<file path="config.mk">
export PLATFORM = sky130hd
export DESIGN_NAME = rhms_div
export DESIGN_NICKNAME = d
export VERILOG_FILES = /design/src/rtl/core/rhms_pkg.sv /design/src/rtl/core/rhms_div.sv
export SDC_FILE = /design/constraint.sdc
export NUM_CORES = 1
export LEC_CHECK = 0
export ABC_AREA = 1
export BUFFER_PORTS_ARGS = -buffer_cell sky130_fd_sc_hd__buf_2
export CAP_MARGIN = 20
export CORE_ASPECT_RATIO = 0.75
export CORE_MARGIN = 10
export CORE_UTILIZATION = 25
export CTS_BUF_LIST = sky130_fd_sc_hd__clkbuf_16
export DETAILED_ROUTE_END_ITERATION = 16
export GPL_ROUTABILITY_DRIVEN = 0
export PLACE_DENSITY = 0.4
export SLEW_MARGIN = 10
export SYNTH_ARGS = -nofsm -noshare
export SYNTH_HDL_FRONTEND = slang
export SYNTH_SLANG_ARGS = --single-unit
</file>
<file path="constraint.sdc">
create_clock -name clk -period 7.3 [get_ports clk]
set_input_delay 0.365 -clock clk [delete_from_list [all_inputs] [get_ports clk]]
set_output_delay 0.365 -clock clk [all_outputs]
set_load 0.03 [all_outputs]
</file>
<file path="src/rtl/core/rhms_pkg.sv">
// Package: shared constants, opcodes and chain entry types for the move sorter.
package rhms_pkg;

  localparam int MOVE_BITS     = 16;
  localparam int SEARCHER_BITS = 2;
  localparam int ADDR_BITS     = MOVE_BITS + SEARCHER_BITS;
  localparam int SCORE_BITS    = 48;
  localparam int COUNT_BITS    = 32;
  localparam int DEPTH_BITS    = 6;
  localparam int MAX_MOVES     = 64;
  localparam int PEND_BITS     = 6;
  localparam int PCNT_BITS     = 7;
  localparam int DIV_CNT_BITS  = 6;

  typedef enum logic [2:0] {
    OP_CLR_SCORE = 3'd0,
    OP_SET_COUNT = 3'd1,
    OP_ADD_SCORE = 3'd2,
    OP_COUNT     = 3'd3,
    OP_LOAD      = 3'd4
  } opcode_t;

  typedef struct packed {
    logic                  valid;
    logic [SCORE_BITS-1:0] key;
    logic [MOVE_BITS-1:0]  move;
  } entry_t;

  typedef struct packed {
    logic insert;
    logic pop;
  } cell_ctl_t;

endpackage

</file>
<file path="src/rtl/core/rhms_div.sv">
// Restoring divider: one quotient bit per cycle.
module rhms_div (
  input  logic                            clk,
  input  logic                            rst,
  input  logic                            start,
  input  logic [rhms_pkg::SCORE_BITS-1:0] dividend,
  input  logic [rhms_pkg::COUNT_BITS-1:0] divisor,
  output logic                            done,
  output logic [rhms_pkg::SCORE_BITS-1:0] quotient
);
  import rhms_pkg::*;

  logic                    busy;
  logic [DIV_CNT_BITS-1:0] cnt;
  logic [COUNT_BITS-1:0]   rem;
  logic [COUNT_BITS-1:0]   dvs;
  logic [COUNT_BITS:0]     rem_sh;
  logic [COUNT_BITS:0]     diff;
  logic                    ge;

  assign rem_sh = {rem, quotient[SCORE_BITS-1]};
  assign ge     = rem_sh >= {1'b0, dvs};
  assign diff   = rem_sh - {1'b0, dvs};

  always_ff @(posedge clk) begin
    if (rst) begin
      busy <= 1'b0;
      done <= 1'b0;
      cnt  <= '0;
    end else begin
      done <= 1'b0;
      if (start) begin
        busy     <= 1'b1;
        cnt      <= '0;
        rem      <= '0;
        dvs      <= divisor;
        quotient <= dividend;
      end else if (busy) begin
        rem      <= ge ? diff[COUNT_BITS-1:0] : rem_sh[COUNT_BITS-1:0];
        quotient <= {quotient[SCORE_BITS-2:0], ge};
        cnt      <= cnt + 1'b1;
        if (cnt == DIV_CNT_BITS'(SCORE_BITS - 1)) begin
          busy <= 1'b0;
          done <= 1'b1;
        end
      end
    end
  end
endmodule

</file>
# Yosys cells after proc, flatten, opt, wreduce, memory -nomap -nowiden
# Cells that the tools add are included.
[word_totals]
regBits = 120
wordCells = 25
out_inout_bits = 49
input_bits = 83
[op_classes]
bitwise_logic = 2
add_sub_neg = 2
n_mux = 8
n_lt_le_gt_ge = 1
eq_ne = 1
reduce_logical = 5
[op_table]
columns = ["operator", "n"]
rows = [
  ["2-to-1 mux 48 bit", 2],
  ["2-to-1 mux 32 bit", 2],
  [">= comparator 33 x 32 -> 1 bit", 1],
  ["subtractor 32 bit", 1],
  ["adder 6 x 1 -> 6 bit, second input constant", 1],
  ["equality test 6 bit, second input constant", 1],
  ["2-to-1 mux 1 bit", 4],
  ["AND reduction 2 bit", 2],
  ["OR reduction 3 bit", 1],
  ["inverter 1 bit", 2],
  ["nonzero test 2 bit", 1],
  ["OR reduction 2 bit", 1],
]

# Depth between registers and ports, before layout
[depth]
word_depth = 4
ltp_mapped = 16
depth_no_buf = 16

# Worst setup path after synthesis
# No wires, ideal clock.
[synth_path]
kind = "input port to flip-flop"
start = "in start"
end = "reg quotient[0] in the netlist's numbering (enable)"
path_slack_ns = 2.141
setup_ns = 0.547
path_stages = 3
n_path_buf = 1
arrival_time_ns = 4.612
required_ns = 6.753
cell_sequence = "clkbuf_1 -> inv_2 -> a21oi_1"
[synth_via]
elab_chain_len = 2
[synth_lines]
columns = ["element", "line", "rtl"]
rows = [
  ["from (decl)", "rhms_div.sv:5", "input logic start,"],
  ["nonzero test 2 bit (no line)", "n/a", ""],
  ["AND reduction 2 bit (no line)", "n/a", ""],
  ["to (signal assigned)", "rhms_div.sv:37", "quotient <= dividend;"],
  ["to (signal assigned)", "rhms_div.sv:40", "quotient <= {quotient[SCORE_BITS-2:0], ge};"],
  ["to (decl)", "rhms_div.sv:9", "output logic [rhms_pkg::SCORE_BITS-1:0] quotient"],
]
# Every way passes these cells.
# A chain may end at the register's enable or synchronous reset.

# Final worst setup path
[layout_path]
start = "reg rem[24]"
end = "reg rem[16], data pin"
[layout_via]
elab_chain_len = 3
[layout_lines]
columns = ["element", "line", "rtl"]
rows = [
  ["from (decl)", "rhms_div.sv:15", "logic [COUNT_BITS-1:0] rem;"],
  ["from (signal assigned)", "rhms_div.sv:39", "rem <= ge ? diff[COUNT_BITS-1:0] : rem_sh[COUNT_BITS-1:0];"],
  [">= comparator 33 x 32 -> 1 bit", "rhms_div.sv:22", "assign ge = rem_sh >= {1'b0, dvs};"],
  ["2-to-1 mux 32 bit", "rhms_div.sv:39", ""],
  ["2-to-1 mux 32 bit", "rhms_div.sv:38", "end else if (busy) begin"],
]
# Every way passes these cells. The select of a mux whose other input is x is not followed.

==> results_dict.tcl <==
set metrics [dict create \
    status "completed" \
    holdBufCountCts 0 \
    grt_pass1_wl_um 37910 \
    ys_types 34 \
    cts_resized 0 \
    p_total_mw 2.201 \
    wl_per_cell_um 15.32 \
    path_max_fanout 17 \
    ant_nets 0 \
    dieArea_sq_um 38280 \
    period_share_pct 43.45 \
    placementRows 55 \
    internal_power_mw 1.439 \
    synth_area_sq_um 7697 \
    synth.ff_latch_count 120 \
    irDropWorstVdd_uv 136.1 \
    min_path_type "in -> reg" \
    drt_iter0_drc 355 \
    fin_skew_ps 20.19 \
    rsz0062_at_grt "false" \
    die_h_um 172.0 \
    switchingPower_mw 0.7626 \
    root_buffer "clkbuf_16" \
    io_buffers 131 \
    synth_fp_nets 1152 \
    ys_warn_count 0 \
    finalCriticalPeriod_ps 3172 \
    max_cap_violations 0 \
    finalSetupViolations 0 \
    p_sw_share_pct 34.64 \
    clock_sinks 120 \
    synth_top_area_share_pct 43.69 \
    holdPathStages 1 \
    cts.path.max_buffers 2 \
    synth_ff_type "edfxtp_1" \
    maxSlewHeadroom_pct 37.54 \
    dieWidth_um 222.6 \
    grt_pass1_vias 6655 \
    grt_max_degree 53 \
    rr_worst_depth 13 \
    post_cts_buffers 0 \
    cts_tree "yes" \
    synth_sequential_area_ratio_pct 45.77 \
    cp.arrival_ps 3380 \
    clkLatencyLatePin_ps 450 \
    drive_gt1_share_pct 16.77 \
    hold_viol 0 \
    power_density_nw_per_um2 235.2 \
    tns_ps 0 \
    coreArea_sq_um 30280 \
    power_frac_clock_pct 36.1 \
    first_pass_iters 5 \
    ioPinCount 132 \
    grt_usage_pct 12.79 \
    slew_violations 0 \
    synthCells 1035 \
    synth_top_cells_by_area "edfxtp_1, nand2_1, inv_1" \
    fmaxAchievable_ghz 0.3152 \
    cp_data_required_time_ps 7510 \
    grt-ovfl-total 0 \
    hpwl_um 18160 \
    clk_pin_slew_ps 60 \
    antenna_found_initial 8 \
    wirelength_um 24220 \
    via_count 6624 \
    start_util_pct 25.42 \
    drc 0 \
    htree_levels 4 \
    power_frac_comb_pct 25.5 \
    area_growth_pct 21.62 \
    worst_setup_path_end_kind "flop" \
    critPathKind "reg -> reg" \
    avgSynthCellArea_sq_um 7.437 \
    tightest_slew_ps 934.6 \
    cts_buffers 17 \
    synth.largest_area_cell "edfxtp_1" \
    final_nets 1285 \
    start_kind "flop" \
    via_per_inst 4.190 \
    p_seq_share_pct 38.4 \
    power_leakage_nw 4.775 \
    synth-edff-count 112 \
    async_reset_ff_share_pct 0 \
]
metrics by stage:
stage	std cells	cell area (sq um)	hold slack (ps)	utilization (%)	worst slack, ps
final	1581	9361	89.88	30.92	4128
after global routing	1580	9359	67.91	30.91	3897
after floorplan	1035	7697	422.4	-	2141
after CTS	1579	9331	67.29	30.82	4143
after global placement	1547	8787	440.5	29.02	4115
after detailed placement	1547	8787	447.3	29.02	4093
worst max-delay path: stages (launching register included):
cell and delay (ps):
edfxtp_1 430, ha_1 410, nand2_1 140, nor2_1 120, inv_1 100, nor3_2 180
nand2_1 120, inv_1 70, nand2_1 500, buf_4 440, nand2_2 230, nand2_1 80
nand2_1 70, nor2_1 50
final timing paths:
check,start,to,slack [ps]
max,rem[24],rem[16],4130
min,divisor[29],dvs[29],90
max reg2reg,rem[24],rem[16],4130
min reg2reg,cnt[5],cnt[5],450
layout by cell type, fill, tap and decap left out, types with 9 or more instances in the layout:
| cell type | synthesis | final |
|---|---|---|
| nand2_1 | 423 | 423 |
| inv_1 | 177 | 178 |
| buf_2 | 7 | 131 |
| edfxtp_1 | 112 | 112 |
| nor2_1 | 104 | 101 |
| nand3_1 | 41 | 41 |
| ha_1 | 33 | 33 |
| a21oi_1 | 24 | 23 |
| nand3b_1 | 18 | 18 |
| clkbuf_16 | 0 | 17 |
| xor2_1 | 14 | 14 |
| nand4_1 | 9 | 9 |
kinds of logic (layout without fill, tap and decap cells):
family / count (synthesis) / in the layout / share of synthesized area [%]
and+or+nand+nor: 629 / 629 / 33.97
buffers and inverters: 203 / 349 / 10.55
DFF: 120 / 120 / 45.77
AOI/OAI and AO/OA: 35 / 35 / 2.487
adders and majority gates: 34 / 34 / 5.624
xor gates and xnor gates: 14 / 14 / 1.593
other: 0 / 1 / 0
synthesized netlist by cell type (9+ instances only):
cell,instances
nand3b_1,18
xor2_1,14
nand2_1,423
clkbuf_1,9
ha_1,33
edfxtp_1,112
a21oi_1,24
nand4_1,9
nor2_1,104
nand3_1,41
inv_1,177
final cells by class:
cell class | instances | area (sq um)
fill | 3379 | 20920
sequential | 120 | 3523
multi-input combinational | 712 | 3396
timing repair buffer | 137 | 720.7
inverter | 180 | 675.6
tap | 399 | 499.2
clock buffer | 17 | 425.4
clock inverter | 15 | 118.9
antenna | 1 | 2.502
routing by layer:
layer | GRT usage (%) | share of wire, %
met5 | 0 | 0.27
met3 | 5.382 | 7.2
met1 | 18.31 | 53
met4 | 2.960 | 0.83
met2 | 17.11 | 38
registers in the layout (all words and copies together) (netlist names):
register,cells
cnt,6
rem,32
quotient,48
busy,1
dvs,32
done,1
power groups by stage:
stage	clock network (mW)	registers (mW)	logic, mW
3_3_place_gp	0	0.859	0.564
3_5_place_dp	0	0.858	0.561
5_1_grt	0.854	0.850	0.643
2_1_floorplan	0	0.891	0.363
4_1_cts	0.827	0.845	0.564
6_report	0.795	0.844	0.561
No activity file was read; power rests on OpenSTA's default activity.
