===== src/rtl/core/rhms_pkg.sv =====
// Package: shared constants, opcodes and chain entry types for the move sorter.
package rhms_pkg;

  localparam int MOVE_BITS     = 16;
  localparam int SEARCHER_BITS = 2;
  localparam int ADDR_BITS     = MOVE_BITS + SEARCHER_BITS;
  localparam int SCORE_BITS    = 48;
  localparam int COUNT_BITS    = 32;
  localparam int DEPTH_BITS    = 6;
  localparam int MAX_MOVES     = 64;
  localparam int PEND_BITS     = 6;
  localparam int PCNT_BITS     = 7;
  localparam int DIV_CNT_BITS  = 6;

  typedef enum logic [2:0] {
    OP_CLR_SCORE = 3'd0,
    OP_SET_COUNT = 3'd1,
    OP_ADD_SCORE = 3'd2,
    OP_COUNT     = 3'd3,
    OP_LOAD      = 3'd4
  } opcode_t;

  typedef struct packed {
    logic                  valid;
    logic [SCORE_BITS-1:0] key;
    logic [MOVE_BITS-1:0]  move;
  } entry_t;

  typedef struct packed {
    logic insert;
    logic pop;
  } cell_ctl_t;

endpackage


===== src/rtl/core/rhms_cell.sv =====
// Sort cell: holds one keyed move, takes inserts and shifts toward the output.
module rhms_cell (
  input  logic                clk,
  input  logic                rst,
  input  rhms_pkg::cell_ctl_t ctl,
  input  rhms_pkg::entry_t    new_ent,
  input  rhms_pkg::entry_t    prev_ent,
  input  logic                prev_greater,
  input  rhms_pkg::entry_t    next_ent,
  output logic                greater,
  output rhms_pkg::entry_t    ent
);
  import rhms_pkg::*;

  // New key goes ahead of this entry; equal keys stay behind (stable order).
  assign greater = !ent.valid || (ent.key < new_ent.key);

  always_ff @(posedge clk) begin
    if (rst) begin
      ent.valid <= 1'b0;
    end else if (ctl.pop) begin
      ent <= next_ent;
    end else if (ctl.insert && greater) begin
      ent <= prev_greater ? prev_ent : new_ent;
    end
  end
endmodule


===== config.mk =====
export PLATFORM = sky130hd
export DESIGN_NAME = rhms_cell
export DESIGN_NICKNAME = d
export VERILOG_FILES = /design/src/rtl/core/rhms_pkg.sv /design/src/rtl/core/rhms_cell.sv
export SDC_FILE = /design/constraint.sdc
export NUM_CORES = 1
export LEC_CHECK = 0
export BUFFER_PORTS_ARGS = -buffer_cell sky130_fd_sc_hd__buf_2
export CAP_MARGIN = 10
export CORE_ASPECT_RATIO = 1.5
export CORE_MARGIN = 5
export CORE_UTILIZATION = 40
export DETAILED_ROUTE_END_ITERATION = 7
export GPL_TIMING_DRIVEN = 0
export PLACE_DENSITY_LB_ADDON = 0.05
export SLEW_MARGIN = 10
export SYNTH_ARGS = -nofsm -noshare
export SYNTH_HDL_FRONTEND = slang
export SYNTH_SLANG_ARGS = --single-unit

===== constraint.sdc =====
create_clock -name clk -period 13.4 [get_ports clk]
set_clock_uncertainty 0.15 [all_clocks]
set_input_delay 1.34 -clock clk [delete_from_list [all_inputs] [get_ports clk]]
set_output_delay 1.34 -clock clk [all_outputs]
set_load 0.03 [all_outputs]

======== Word-level counts from Yosys, hierarchy flattened ========
Index checks and enable logic that the tools add are counted.
word-level totals
  logic and storage cells ................. 13
  bits of input ports ..................... 200
  output and inout port bits .............. 66
  register bits ........................... 65
operators by class
  order comparisons ....................... 1
  bitwise gates (word level) .............. 1
  muxes and demuxes ....................... 3
  reductions and logical operators ........ 5
operator list
  kind                 number
  65-bit two-way mux   3
  48-bit < comparator  1
  2-bit AND reduction  1
  2-bit nonzero test   1
  1-bit logical AND    1
  1-bit zero test      1
  1-bit logical OR     1
  1-bit NOT            1

======== Longest topological paths before layout ========
Gate-level depths: netlist of run 1.
  word-level depth ........................ 5
  gate-level depth with buffers ........... 8
  gate-level depth less buffers ........... 8

======== Worst setup path after synthesis of run 1 ========
OpenSTA, ideal clock, no wires.
  path kind ............................... in2reg
  from .................................... in new_ent[59] (netlist name)
  to ...................................... reg ent[0] (netlist name) (enable)
  stages .................................. 8
  slack ................................... 5.407 ns
  buffers on the path ..................... 0
  arrival time ............................ 7.262 ns
  required time ........................... 12.669 ns
  setup time .............................. 0.581 ns
  cell sequence ........................... inv_1 ha_1 a21oi_1 o21a_1 o211ai_1 o21a_1 a211o_1 o31ai_1
on the way
  longest elaborated chain between the ends .. 5
ends and longest elaborated chain
  element                        line             RTL
  start, declared                rhms_cell.sv:6   input rhms_pkg::entry_t new_ent,
  48-bit < comparator            rhms_cell.sv:16  assign greater = !ent.valid || (ent.key < new_ent.key);
  1-bit logical OR               rhms_cell.sv:16
  1-bit logical AND              rhms_cell.sv:23  end else if (ctl.insert && greater) begin
  2-bit nonzero test (no line)   --
  2-bit AND reduction (no line)  --
  end signal, assigned           rhms_cell.sv:22  ent <= next_ent;
  end signal, assigned           rhms_cell.sv:24  ent <= prev_greater ? prev_ent : new_ent;
  end, declared                  rhms_cell.sv:11  output rhms_pkg::entry_t ent
Every way passes these cells.
A chain may end at the register's enable or synchronous reset.

======== Worst setup path after layout of run 1 ========
  from .................................... in new_ent[59] (netlist name)
  to ...................................... out greater
on the way
  longest elaborated chain between the ends .. 2
ends and longest elaborated chain
  element              line             RTL
  48-bit < comparator  rhms_cell.sv:16
  1-bit logical OR     rhms_cell.sv:16
  end, declared        rhms_cell.sv:10  output logic greater,
Every way passes these cells.

==> tab_implementation.tex, run 1 <==
\begin{tabular}{lr}
\hline
Metric & Value \\
\hline
\multicolumn{2}{l}{\textbf{Cells and area}} \\
\quad P\&R area growth vs syn & 41.5\% \\
\quad Registers with the most flip-flops & ent x65 \\
\quad Filler cell count & 1081 \\
\quad Share of final-layout standard cells stronger than drive strength 1 & 39.9\% \\
\quad Area taken by multi-input logic gates & 0.00233 mm\^{}2 \\
\quad Post-layout nets & 985 \\
\quad Sequential cell area & 0.00194 mm\^{}2 \\
\quad Register ranked first by flip-flop count & ent \\
\quad Number of flip-flops in the largest register & 65 \\
\multicolumn{2}{l}{\textbf{CTS}} \\
\quad Post-cts gate resize count & 0 \\
\quad Clk sinks & 65 \\
\quad Number of clock buffers inserted by TritonCTS & 9 \\
\quad Clock transition at the registers of the reported paths & 0.05 ns \\
\quad Longest Clk Path Bufs & 2 \\
\quad Count of hold-fix buffers inserted at cts & 0 \\
\quad Worst-skew pair later-pin latency & 0.33 ns \\
\quad Root buffer cell & clkbuf\_16 \\
\quad Count of H-tree levels built during CTS & 3 \\
\quad CTS tree & yes \\
\quad Number of buffers added for setup after CTS & 0 \\
\multicolumn{2}{l}{\textbf{Power}} \\
\quad Static leakage & 3.33 nW \\
\quad Flop pwr share & 38.2\% \\
\quad Switching share of power & 31.3\% \\
\quad Total power per unit cell area & 106 mW/mm\^{}2 \\
\quad Combinational share of power & 28.7\% \\
\quad Share of power burned in the clock network & 33.1\% \\
\quad Design internal power & 0.469 mW \\
\quad Switching power summed over all nets & 0.213 mW \\
\quad Worst-case vdd ir drop & 0.0613 mV \\
\multicolumn{2}{l}{\textbf{Drt}} \\
\quad Average wire per standard cell & 16.5 um \\
\quad DRC & 0 \\
\quad Number of search-and-repair iterations in the first detailed-routing pass & 4 \\
\quad Post-route ant nets & 0 \\
\quad Via count normalized by instance count & 4.93 \\
\quad Total via count after detailed routing & 4387 \\
\quad Final wirelength & 14.7 mm \\
\quad Iteration-0 DRC count of the detailed router & 101 \\
\multicolumn{2}{l}{\textbf{Synth}} \\
\quad Count of distinct cell types in the synthesized netlist & 36 \\
\quad Total standard cell area after synthesis & 0.00454 mm\^{}2 \\
\quad Ys Warns & 0 \\
\quad Count of mapped cells out of synthesis & 457 \\
\quad Synthesized area divided by synthesized cell count & 9.93 um\^{}2 \\
\quad Proportion of synthesized chip area in sequential cells & 42.8\% \\
\quad Flop and latch count out of synthesis & 65 \\
\quad Synthesized netlist net count & 704 \\
\multicolumn{2}{l}{\textbf{Die}} \\
\quad Width of the chip & 97.0 um \\
\quad Boundary pin count & 266 \\
\quad Die boundary height & 140 um \\
\quad Area enclosed by the die boundary & 0.0136 mm\^{}2 \\
\quad Placement Rows & 47 \\
\quad Std-Cell Core Area & 0.0111 mm\^{}2 \\
\quad Effective utilization at floorplan & 41.0\% \\
\multicolumn{2}{l}{\textbf{Placed design}} \\
\quad Total half-perimeter wirelength after legalization and detailed placement & 12.4 mm \\
\quad Number of I/O port buffers & 265 \\
\quad GP Congestion & 0.808 \\
\multicolumn{2}{l}{\textbf{STA}} \\
\quad Min Hold Slack & 0.460 ns \\
\quad Max transition margin & 46.5\% \\
\quad Final-layout setup total negative slack & 0 ns \\
\quad Final hold viol count & 0 \\
\quad Final setup vio count & 0 \\
\quad Final Critical Period & 4.85 ns \\
\quad Worst Max-Slew Pin Slew & 0.803 ns \\
\quad Final period utilization & 36.2\% \\
\quad Max-slew violations & 0 \\
\quad RSZ-0062 raised after global routing & no \\
\quad F\_max & 0.206 GHz \\
\multicolumn{2}{l}{\textbf{GRT}} \\
\quad Global-route wire length before repair & 23.1 mm \\
\quad Initial antenna violation count & 2 \\
\quad Total gr overflow & 0 \\
\quad Pin count of the biggest net entering global routing & 16 \\
\quad Vias in the first global route & 4784 \\
\quad Overall Global Routing Usage & 21.3\% \\
\multicolumn{2}{l}{\textbf{Setup path}} \\
\quad Highest fanout seen on the critical path & 3 \\
\quad Cells along the critical path & buf\_2, inv\_1, ha\_1, nand4\_2, or4\_4, nor3\_4, nand2\_1, o2bb2ai\_2, o21ai\_1, buf\_2 \\
\quad Worst reg2reg path endpoint & ent[49] \\
\quad Library cell contributing the largest single delay on the critical path & or4\_4 \\
\quad Worst stage delay on the critical path & 0.57 ns \\
\quad R2R cell count & 9 \\
\quad Crit path arrival time & 3.36 ns \\
\quad Critical path type & in -> out \\
\quad Start of the worst register-to-register path & ent[45] \\
\quad Worst EP required & 11.91 ns \\
\quad Endpoint class of the critical path & primary output \\
\quad Type of element launching the critical path & input pin \\
\quad Setup slack of the most critical reg-to-reg path & 10.11 ns \\
\quad Crit path top cell by count & buf\_2 \\
\multicolumn{2}{l}{\textbf{Outcome}} \\
\quad Result of the run & completed \\
\multicolumn{2}{l}{\textbf{Min path}} \\
\quad Worst hold path startpoint & ent[64] \\
\quad Class of the tightest hold or removal check & reg -> reg \\
\quad Number of cells on the worst hold path & 3 \\
\quad Endpoint of the worst hold path & ent[64] \\
\multicolumn{2}{l}{\textbf{Job}} \\
\quad \# Max-Cap Violations & 0 \\
\hline
\end{tabular}
==> kinds of logic after synthesis <==
logic type                 after synthesis  synth area share, %
AOI/OAI and AO/OA                      110                 13.9
buffers and inverters                   71                 6.04
DFF                                     65                 42.8
muxes                                   65                 14.3
adders and majority gates               47                 13.0
and+or+nand+nor                         99                 9.96
==> cells in the final DEF, fill, tap and decap left out, types with 2 or more instances in the layout <==
master and count:
a211oi_1 3, a21o_1 4, a21oi_1 19, buf_2 271, buf_6 2, buf_8 2, clkbuf_1 15, clkbuf_16 9
clkinv_1 2, clkinv_2 2, edfxtp_1 64, ha_1 47, inv_1 50, mux2i_1 65, nand2_1 76, nand2b_1 3
nand4_1 7, nor2_1 5, o21a_1 4, o21ai_0 43, o21ai_1 27
==> routing by layer <==
layer / global-route usage (%) / vias up / share of wire [%]
li1: - / 2208 / -
met1: 21.2 / 1981 / 36
met2: 40.7 / 171 / 54
met3: 6.87 / 27 / 8.4
met4: 7.47 / 0 / 2.5
met5: 0 / - / 0
==> worst max-delay path: cells and delay by family <==
kind / cells / cell delay, ns
AOI/OAI and AO/OA: 2 / 0.36
adders and majority gates: 1 / 0.32
buffers and inverters: 3 / 0.32
and+or+nand+nor: 4 / 1.03
==> power groups by stage <==
stage | clock [mW] | combinational (mW) | sequential (mW)
floorplan | 0 | 0.0758 | 0.308
global placement | 0 | 0.188 | 0.269
detailed placement | 0 | 0.199 | 0.265
CTS | 0.231 | 0.199 | 0.261
global route | 0.243 | 0.216 | 0.263
finish | 0.226 | 0.196 | 0.261
==> stage by stage <==
step	util, %	area [um^2]	power, mW	setup WS, ns	std cells
after floorplan	-	4540	0.384	5.41	457
after global placement	54.7	6050	0.457	2.39	869
after detailed placement	55.5	6140	0.463	8.50	874
after CTS	58.0	6420	0.691	8.49	889
after global routing	58.1	6420	0.722	8.38	890
final	58.1	6420	0.682	8.55	890
==> how the worst max path moves through the flow <==
stage | cells after the start | slack [ns] | start | end
detailed placement | 10 | 8.50 | new_ent[59] | greater
CTS | 10 | 8.49 | new_ent[59] | greater
floorplan | 8 | 5.41 | new_ent[59] | ent[0]
global route | 10 | 8.38 | new_ent[59] | greater
global placement | 9 | 2.39 | new_ent[45] | ent[45]
finish | 10 | 8.55 | new_ent[59] | greater
==> cell type report <==
class                   instances  share of cell area, %
flip-flops and latches         65                   30.2
repair buffers                270                   21.9
diodes                          1                 0.0390
clock inverters                 5                  0.741
plain buffers                  21                   1.34
well taps                     147                   2.86
inverters                      50                   2.92
clock buffers                  10                   3.57
multi-input cells             321                   36.4
==> synthesized netlist by cell type <==
library cell | number | area, um^2
nand4_4 | 1 | 21.3
nor3_4 | 1 | 16.3
ha_1 | 47 | 588
a211o_1 | 1 | 8.76
nor3_1 | 1 | 5.00
o21a_1 | 4 | 30.0
o221ai_1 | 1 | 8.76
o211ai_1 | 1 | 7.51
nor2_1 | 5 | 18.8
a21o_1 | 4 | 30.0
o32ai_1 | 1 | 8.76
buf_2 | 6 | 30.0
dfxtp_1 | 1 | 20.0
nand3_1 | 1 | 5.00
nor4_1 | 1 | 6.26
o41a_1 | 1 | 11.3
a211oi_1 | 3 | 22.5
o21ai_0 | 43 | 215
buf_1 | 1 | 3.75
inv_1 | 50 | 188
nand4_2 | 1 | 12.5
o2bb2ai_2 | 1 | 15.0
a2111oi_2 | 1 | 15.0
a21oi_1 | 19 | 95.1
edfxtp_1 | 64 | 1920
nand2b_1 | 3 | 18.8
or4_4 | 1 | 11.3
nand2_1 | 76 | 285
o21ai_1 | 27 | 135
nand4_1 | 7 | 43.8
or4_1 | 1 | 7.51
o31ai_1 | 1 | 7.51
o21bai_1 | 1 | 7.51
mux2i_1 | 65 | 651
clkbuf_1 | 14 | 52.6
a211oi_2 | 1 | 12.5
No activity file was read; power rests on OpenSTA's default activity.
==> run 2: changes to the inputs <==
- clock period: 13.4 -> 4.24 ns (I/O delays scaled with it)
==> tab_implementation.tex, run 2 (same netlist as run 1, synthesis figures left out) <==
\begin{tabular}{lr}
\hline
Metric & Value \\
\hline
\multicolumn{2}{l}{\textbf{Outcome}} \\
\quad Result of the run & completed \\
\multicolumn{2}{l}{\textbf{CTS}} \\
\quad Number of clock buffers inserted by TritonCTS & 9 (unchanged) \\
\quad Clock transition at the registers of the reported paths & 0.05 ns (about the same) \\
\quad Worst-skew pair later-pin latency & 0.33 ns (about the same) \\
\quad Count of H-tree levels built during CTS & 3 (unchanged) \\
\quad Post-cts gate resize count & 0 (unchanged) \\
\quad Clk sinks & 65 (unchanged) \\
\quad Count of hold-fix buffers inserted at cts & 0 (unchanged) \\
\quad Number of buffers added for setup after CTS & 0 (unchanged) \\
\quad CTS tree & yes \\
\quad Longest Clk Path Bufs & 2 (unchanged) \\
\quad Root buffer cell & clkbuf\_16 \\
\multicolumn{2}{l}{\textbf{GRT}} \\
\quad Total gr overflow & 0 (unchanged) \\
\quad Vias in the first global route & 4689 (-2.0\%) \\
\quad Initial antenna violation count & 0 (-2) \\
\quad Overall Global Routing Usage & 20.6\% (-0.69 points) \\
\quad Pin count of the biggest net entering global routing & 16 (unchanged) \\
\quad Global-route wire length before repair & 22.3 mm (-3.5\%) \\
\multicolumn{2}{l}{\textbf{STA}} \\
\quad Max-slew violations & 0 (unchanged) \\
\quad Final WS setup & 0.996 ns (-7.55 ns) \\
\quad Final period utilization & 76.5\% \\
\quad Final setup vio count & 0 (unchanged) \\
\quad Final Critical Period & 3.24 ns \\
\quad Min Hold Slack & 0.216 ns (-0.244 ns) \\
\quad Worst Max-Slew Pin Slew & 0.656 ns (-0.147 ns) \\
\quad F\_max & 0.308 GHz \\
\quad Final hold viol count & 0 (unchanged) \\
\quad RSZ-0062 raised after global routing & no \\
\quad Max transition margin & 56.3\% (+9.8 points) \\
\multicolumn{2}{l}{\textbf{Drt}} \\
\quad DRC & 0 (unchanged) \\
\quad Iteration-0 DRC count of the detailed router & 115 (+14\%) \\
\quad Via count normalized by instance count & 4.93 (unchanged) \\
\quad Final wirelength & 14.4 mm (-1.6\%) \\
\quad Highest metal used & met4 \\
\quad Average wire per standard cell & 16.2 um (-1.6\%) \\
\quad Total via count after detailed routing & 4387 (unchanged) \\
\quad Met3 WL post-DR & 1.24 mm (+0.65\%) \\
\quad Number of search-and-repair iterations in the first detailed-routing pass & 4 (unchanged) \\
\quad Post-route ant nets & 0 (unchanged) \\
\quad Routed metal-1 wirelength & 5.20 mm (-0.21\%) \\
\quad Met2 WL & 7.57 mm (-3.7\%) \\
\multicolumn{2}{l}{\textbf{Min path}} \\
\quad Class of the tightest hold or removal check & in -> reg \\
\quad Number of cells on the worst hold path & 3 (unchanged) \\
\quad Worst hold path startpoint & rst \\
\quad Endpoint of the worst hold path & ent[64] \\
\multicolumn{2}{l}{\textbf{Setup path}} \\
\quad Crit path arrival time & 2.67 ns (-0.69 ns) \\
\quad Type of element launching the critical path & register \\
\quad Setup slack of the most critical reg-to-reg path & 1.20 ns (-8.91 ns) \\
\quad Worst reg2reg path endpoint & ent[9] \\
\quad Start of the worst register-to-register path & ent[45] \\
\quad Family with the most delay on the worst path & simple AND/OR/NAND/NOR gates \\
\quad Cells along the critical path & ha\_1, nand4\_2, or4\_4, nor3\_4, nand2\_1, o2bb2ai\_2, o21ai\_1, buf\_2 \\
\quad R2R cell count & 9 (unchanged) \\
\quad Library cell contributing the largest single delay on the critical path & or4\_4 \\
\quad Worst EP required & 3.67 ns (-8.24 ns) \\
\quad Number of buffer and inverter stages on the critical path & 1 (-2) \\
\quad Critical path type & reg -> out \\
\quad Worst stage delay on the critical path & 0.56 ns (about the same) \\
\quad Endpoint class of the critical path & primary output \\
\quad Highest fanout seen on the critical path & 3 (unchanged) \\
\multicolumn{2}{l}{\textbf{Cells and area}} \\
\quad Share of final-layout standard cells stronger than drive strength 1 & 39.7\% (-0.19 points) \\
\quad Non-filler instance count after layout & 890 (unchanged) \\
\quad Number of antenna cells inserted & 0 (-1) \\
\quad Most frequent cells in the layout & buf\_2, nand2\_1, mux2i\_1 \\
\quad Registers with the most flip-flops & ent x65 \\
\quad Commonest non-fill, non-tap cell in the layout & buf\_2 \\
\quad Number of flip-flops in the largest register & 65 (unchanged) \\
\quad Post-layout nets & 985 (unchanged) \\
\quad Final non-filler cell area & 0.00639 mm\^{}2 (-0.47\%) \\
\quad P\&R area growth vs syn & 40.8\% \\
\quad Register ranked first by flip-flop count & ent \\
\multicolumn{2}{l}{\textbf{Die}} \\
\quad Die boundary height & 140 um (unchanged) \\
\quad Effective utilization at floorplan & 41.0\% (unchanged) \\
\quad Width of the chip & 97.0 um (unchanged) \\
\quad Std-Cell Core Area & 0.0111 mm\^{}2 (unchanged) \\
\quad Placement Rows & 47 (unchanged) \\
\quad Area enclosed by the die boundary & 0.0136 mm\^{}2 (unchanged) \\
\quad Boundary pin count & 266 (unchanged) \\
\multicolumn{2}{l}{\textbf{Power}} \\
\quad Worst-case vdd ir drop & 0.241 mV (+290\%) \\
\quad Total power & 2.09 mW (+210\%) \\
\quad Total power per unit cell area & 327 mW/mm\^{}2 (+210\%) \\
\quad Static leakage & 3.32 nW (-0.41\%) \\
\multicolumn{2}{l}{\textbf{Placed design}} \\
\quad Total half-perimeter wirelength after legalization and detailed placement & 12.1 mm (-2.4\%) \\
\quad GP Congestion & 0.818 (+1.3\%) \\
\quad Area post-placement & 0.00614 mm\^{}2 (about the same) \\
\quad Number of placed instances with taps included & 874 (unchanged) \\
\quad Post-Place Setup Slack & 0.981 ns (-7.52 ns) \\
\quad Number of I/O port buffers & 265 (unchanged) \\
\multicolumn{2}{l}{\textbf{Job}} \\
\quad \# Max-Cap Violations & 0 (unchanged) \\
\hline
\end{tabular}
[run 2: power breakdown]
group	leakage, nW	switching, mW	internal [mW]
logic	2.55	0.376	0.241
clock network	0.126	0.262	0.385
registers	0.638	0.0293	0.794
[run 2: area by class of cell]
class,instances,area [um^2]
fillers,1064,4670
multi-input cells,321,2330
flip-flops and latches,65,1940
repair buffers,270,1400
clock buffers,10,229
inverters,50,188
well taps,147,184
plain buffers,21,86.3
clock inverters,6,25.0
[run 2: per-stage QoR]
| stage | util, % | TNS [ns] |
|---|---|---|
| 5_1_grt | 57.8 | 0 |
| 6_report | 57.8 | 0 |
| 2_1_floorplan | - | 0 |
| 4_1_cts | 57.8 | 0 |
| 3_3_place_gp | 54.8 | -50.13 |
| 3_5_place_dp | 55.5 | 0 |
[run 2: how the worst max path moves through the flow]
stage,start,endpoint,slack [ns],depth (start not counted)
detailed placement,new_ent[45],ent[10],0.98,11
global route,ent[59],greater,0.89,8
finish,ent[59],greater,1.0,8
global placement,new_ent[45],ent[57],-0.78,9
floorplan,ent[59],ent[0],0.24,7
CTS,ent[59],greater,0.96,8
[run 2: routing by layer]
| metal | global-route usage, % | vias to the layer above |
|---|---|---|
| li1 | - | 2209 |
| met1 | 21.0 | 1972 |
| met2 | 37.6 | 180 |
| met3 | 6.77 | 26 |
| met4 | 9.62 | 0 |
| met5 | 0 | - |
[run 2: worst register-to-register path, stage by stage, from the launching register on]
cell      delay [ns]
edfxtp_1        0.39
ha_1            0.31
a21oi_1         0.13
nor2_1          0.06
a211oi_1        0.23
o21ai_0         0.18
a211o_1         0.40
o31ai_4         0.50
buf_8           0.22
buf_8           0.17
==> run 3: changes to the inputs <==
- clock period: 4.24 -> 3.4 ns (I/O delays scaled with it)
==> tab_implementation.tex, run 3 (same netlist as run 1, synthesis figures left out) <==
\begin{tabular}{lr}
\hline
Metric & Value \\
\hline
\multicolumn{2}{l}{\textbf{GRT}} \\
\quad Global-route wire length before repair & 22.8 mm (+2.2\%) \\
\quad Pin count of the biggest net entering global routing & 16 (unchanged) \\
\quad Initial antenna violation count & 0 (unchanged) \\
\quad Overall Global Routing Usage & 20.8\% (+0.18 points) \\
\quad Total gr overflow & 0 (unchanged) \\
\quad Vias in the first global route & 4740 (+1.1\%) \\
\multicolumn{2}{l}{\textbf{Placed design}} \\
\quad Post-Place Setup Slack & 0.0235 ns (-0.958 ns) \\
\quad Number of I/O port buffers & 265 (unchanged) \\
\quad GP Congestion & 0.849 (+3.7\%) \\
\quad Total half-perimeter wirelength after legalization and detailed placement & 12.2 mm (+1.4\%) \\
\quad Number of placed instances with taps included & 873 (-0.11\%) \\
\multicolumn{2}{l}{\textbf{Cells and area}} \\
\quad Share of final-layout standard cells stronger than drive strength 1 & 40.6\% (+0.91 points) \\
\quad Most frequent cells in the layout & buf\_2, nand2\_1, mux2i\_1 \\
\quad Registers with the most flip-flops & ent x65 \\
\quad Non-filler instance count after layout & 893 (+0.34\%) \\
\quad Number of flip-flops in the largest register & 65 (unchanged) \\
\quad Number of antenna cells inserted & 0 (unchanged) \\
\quad P\&R area growth vs syn & 42.5\% \\
\quad Filler cell count & 1081 (+1.6\%) \\
\quad Commonest non-fill, non-tap cell in the layout & buf\_2 \\
\quad Register ranked first by flip-flop count & ent \\
\quad Post-layout nets & 988 (+0.30\%) \\
\quad Fin util & 58.5\% (+0.69 points) \\
\multicolumn{2}{l}{\textbf{STA}} \\
\quad Max transition margin & 56.9\% (+0.67 points) \\
\quad F\_max & 0.314 GHz \\
\quad Final period utilization & 93.6\% \\
\quad Worst Max-Slew Pin Slew & 0.646 ns (-0.0101 ns) \\
\quad Max-slew violations & 0 (unchanged) \\
\quad RSZ-0062 raised after global routing & no \\
\quad Final setup vio count & 0 (unchanged) \\
\quad Final WS setup & 0.218 ns (-0.778 ns) \\
\quad Final hold viol count & 0 (unchanged) \\
\quad Final Critical Period & 3.18 ns \\
\multicolumn{2}{l}{\textbf{CTS}} \\
\quad Worst-skew pair later-pin latency & 0.33 ns (about the same) \\
\quad Clock transition at the registers of the reported paths & 0.05 ns (about the same) \\
\quad Count of hold-fix buffers inserted at cts & 0 (unchanged) \\
\quad Post-cts gate resize count & 0 (unchanged) \\
\quad Clk sinks & 65 (unchanged) \\
\quad Count of H-tree levels built during CTS & 3 (unchanged) \\
\quad Number of clock buffers inserted by TritonCTS & 9 (unchanged) \\
\quad CTS tree & yes \\
\quad Longest Clk Path Bufs & 2 (unchanged) \\
\quad Root buffer cell & clkbuf\_16 \\
\multicolumn{2}{l}{\textbf{Min path}} \\
\quad Worst hold path startpoint & next\_ent[47] \\
\quad Endpoint of the worst hold path & ent[47] \\
\quad Class of the tightest hold or removal check & in -> reg \\
\quad Number of cells on the worst hold path & 3 (unchanged) \\
\multicolumn{2}{l}{\textbf{Setup path}} \\
\quad Setup slack of the most critical reg-to-reg path & 0.48 ns (-0.72 ns) \\
\quad Worst EP required & 2.91 ns (-0.76 ns) \\
\quad Type of element launching the critical path & register \\
\quad Critical path type & reg -> out \\
\quad Highest fanout seen on the critical path & 3 (unchanged) \\
\quad Start of the worst register-to-register path & ent[27] \\
\quad Crit path arrival time & 2.69 ns (+0.02 ns) \\
\quad Endpoint class of the critical path & primary output \\
\quad Worst reg2reg path endpoint & ent[5] \\
\quad R2R cell count & 9 (unchanged) \\
\multicolumn{2}{l}{\textbf{Die}} \\
\quad Boundary pin count & 266 (unchanged) \\
\quad Std-Cell Core Area & 0.0111 mm\^{}2 (unchanged) \\
\quad Effective utilization at floorplan & 41.0\% (unchanged) \\
\quad Area enclosed by the die boundary & 0.0136 mm\^{}2 (unchanged) \\
\quad Placement Rows & 47 (unchanged) \\
\quad Width of the chip & 97.0 um (unchanged) \\
\quad Die boundary height & 140 um (unchanged) \\
\multicolumn{2}{l}{\textbf{Outcome}} \\
\quad Result of the run & completed \\
\multicolumn{2}{l}{\textbf{Drt}} \\
\quad Number of search-and-repair iterations in the first detailed-routing pass & 4 (unchanged) \\
\quad Iteration-0 DRC count of the detailed router & 113 (-1.7\%) \\
\quad Average wire per standard cell & 16.2 um (-0.20\%) \\
\quad Total via count after detailed routing & 4398 (+0.25\%) \\
\quad Final wirelength & 14.4 mm (+0.14\%) \\
\quad Post-route ant nets & 0 (unchanged) \\
\quad DRC & 0 (unchanged) \\
\quad Via count normalized by instance count & 4.92 (about the same) \\
\multicolumn{2}{l}{\textbf{Job}} \\
\quad \# Max-Cap Violations & 0 (unchanged) \\
\multicolumn{2}{l}{\textbf{Power}} \\
\quad Total power per unit cell area & 407 mW/mm\^{}2 (+25\%) \\
\quad Worst-case vdd ir drop & 0.246 mV (+2.0\%) \\
\quad Static leakage & 3.34 nW (+0.74\%) \\
\quad Total power & 2.63 mW (+26\%) \\
\hline
\end{tabular}
[run 3: area by class of cell]
type	count	area, um^2	share of cell area, %
Tap cell	147	184	2.84
Sequential cell	65	1940	30.0
Clock buffer	11	233	3.60
Multi-Input combinational cell	321	2370	36.6
Timing Repair Buffer	273	1440	22.3
Inverter	50	188	2.90
Clock inverter	5	22.5	0.348
Buffer	21	86.3	1.34
[run 3: what timing repair did]
item | 4_1_cts | 5_1_grt
endpoints found under the setup margin | 0 | 2
buffers inserted | 0 | 4
hold endpoints to repair | 0 | 0
[run 3: critical path, stage by stage (launching register included)]
cell       delay [ns]
edfxtp_1         0.39
ha_1             0.33
nand4_1          0.16
or4_1            0.50
o32ai_1          0.33
a211oi_2         0.09
o2bb2ai_2        0.26
o21ai_1          0.11
buf_2            0.20
[run 3: through the flow]
stage                     TNS, ns  hold WS [ns]  cell area, um^2
after floorplan            -29.95         0.351             4590
after global placement     -89.20         0.433             6100
after detailed placement        0         0.450             6180
after CTS                       0         0.127             6440
after global routing            0         0.149             6470
final                           0         0.139             6470
[run 3: worst max-delay path by stage]
stage                           start      end  cells past startpoint  slack, ns
final                         ent[27]  greater                      8       0.22
after global routing          ent[27]  greater                      8       0.01
after CTS                     ent[45]  ent[12]                      9       0.12
after detailed placement  new_ent[57]  ent[10]                     11       0.02
after global placement    new_ent[57]   ent[7]                      9      -1.40
after floorplan               ent[59]   ent[0]                      7      -0.47
[run 3: routing by layer]
layer  GRT usage, %  vias to the layer above  share of wire (%)
met2           40.0                      162                 55
li1               -                     2207                  -
met3           7.06                       13                8.8
met1           21.1                     2016                 35
met5              0                        -                  0
met4           5.25                        0                1.3
[run 3: power breakdown]
group          total (mW)  switching (mW)  internal (mW)
combinational       0.794           0.477          0.317
sequential           1.03          0.0370          0.990
clock               0.810           0.326          0.484
total                2.63           0.840           1.79
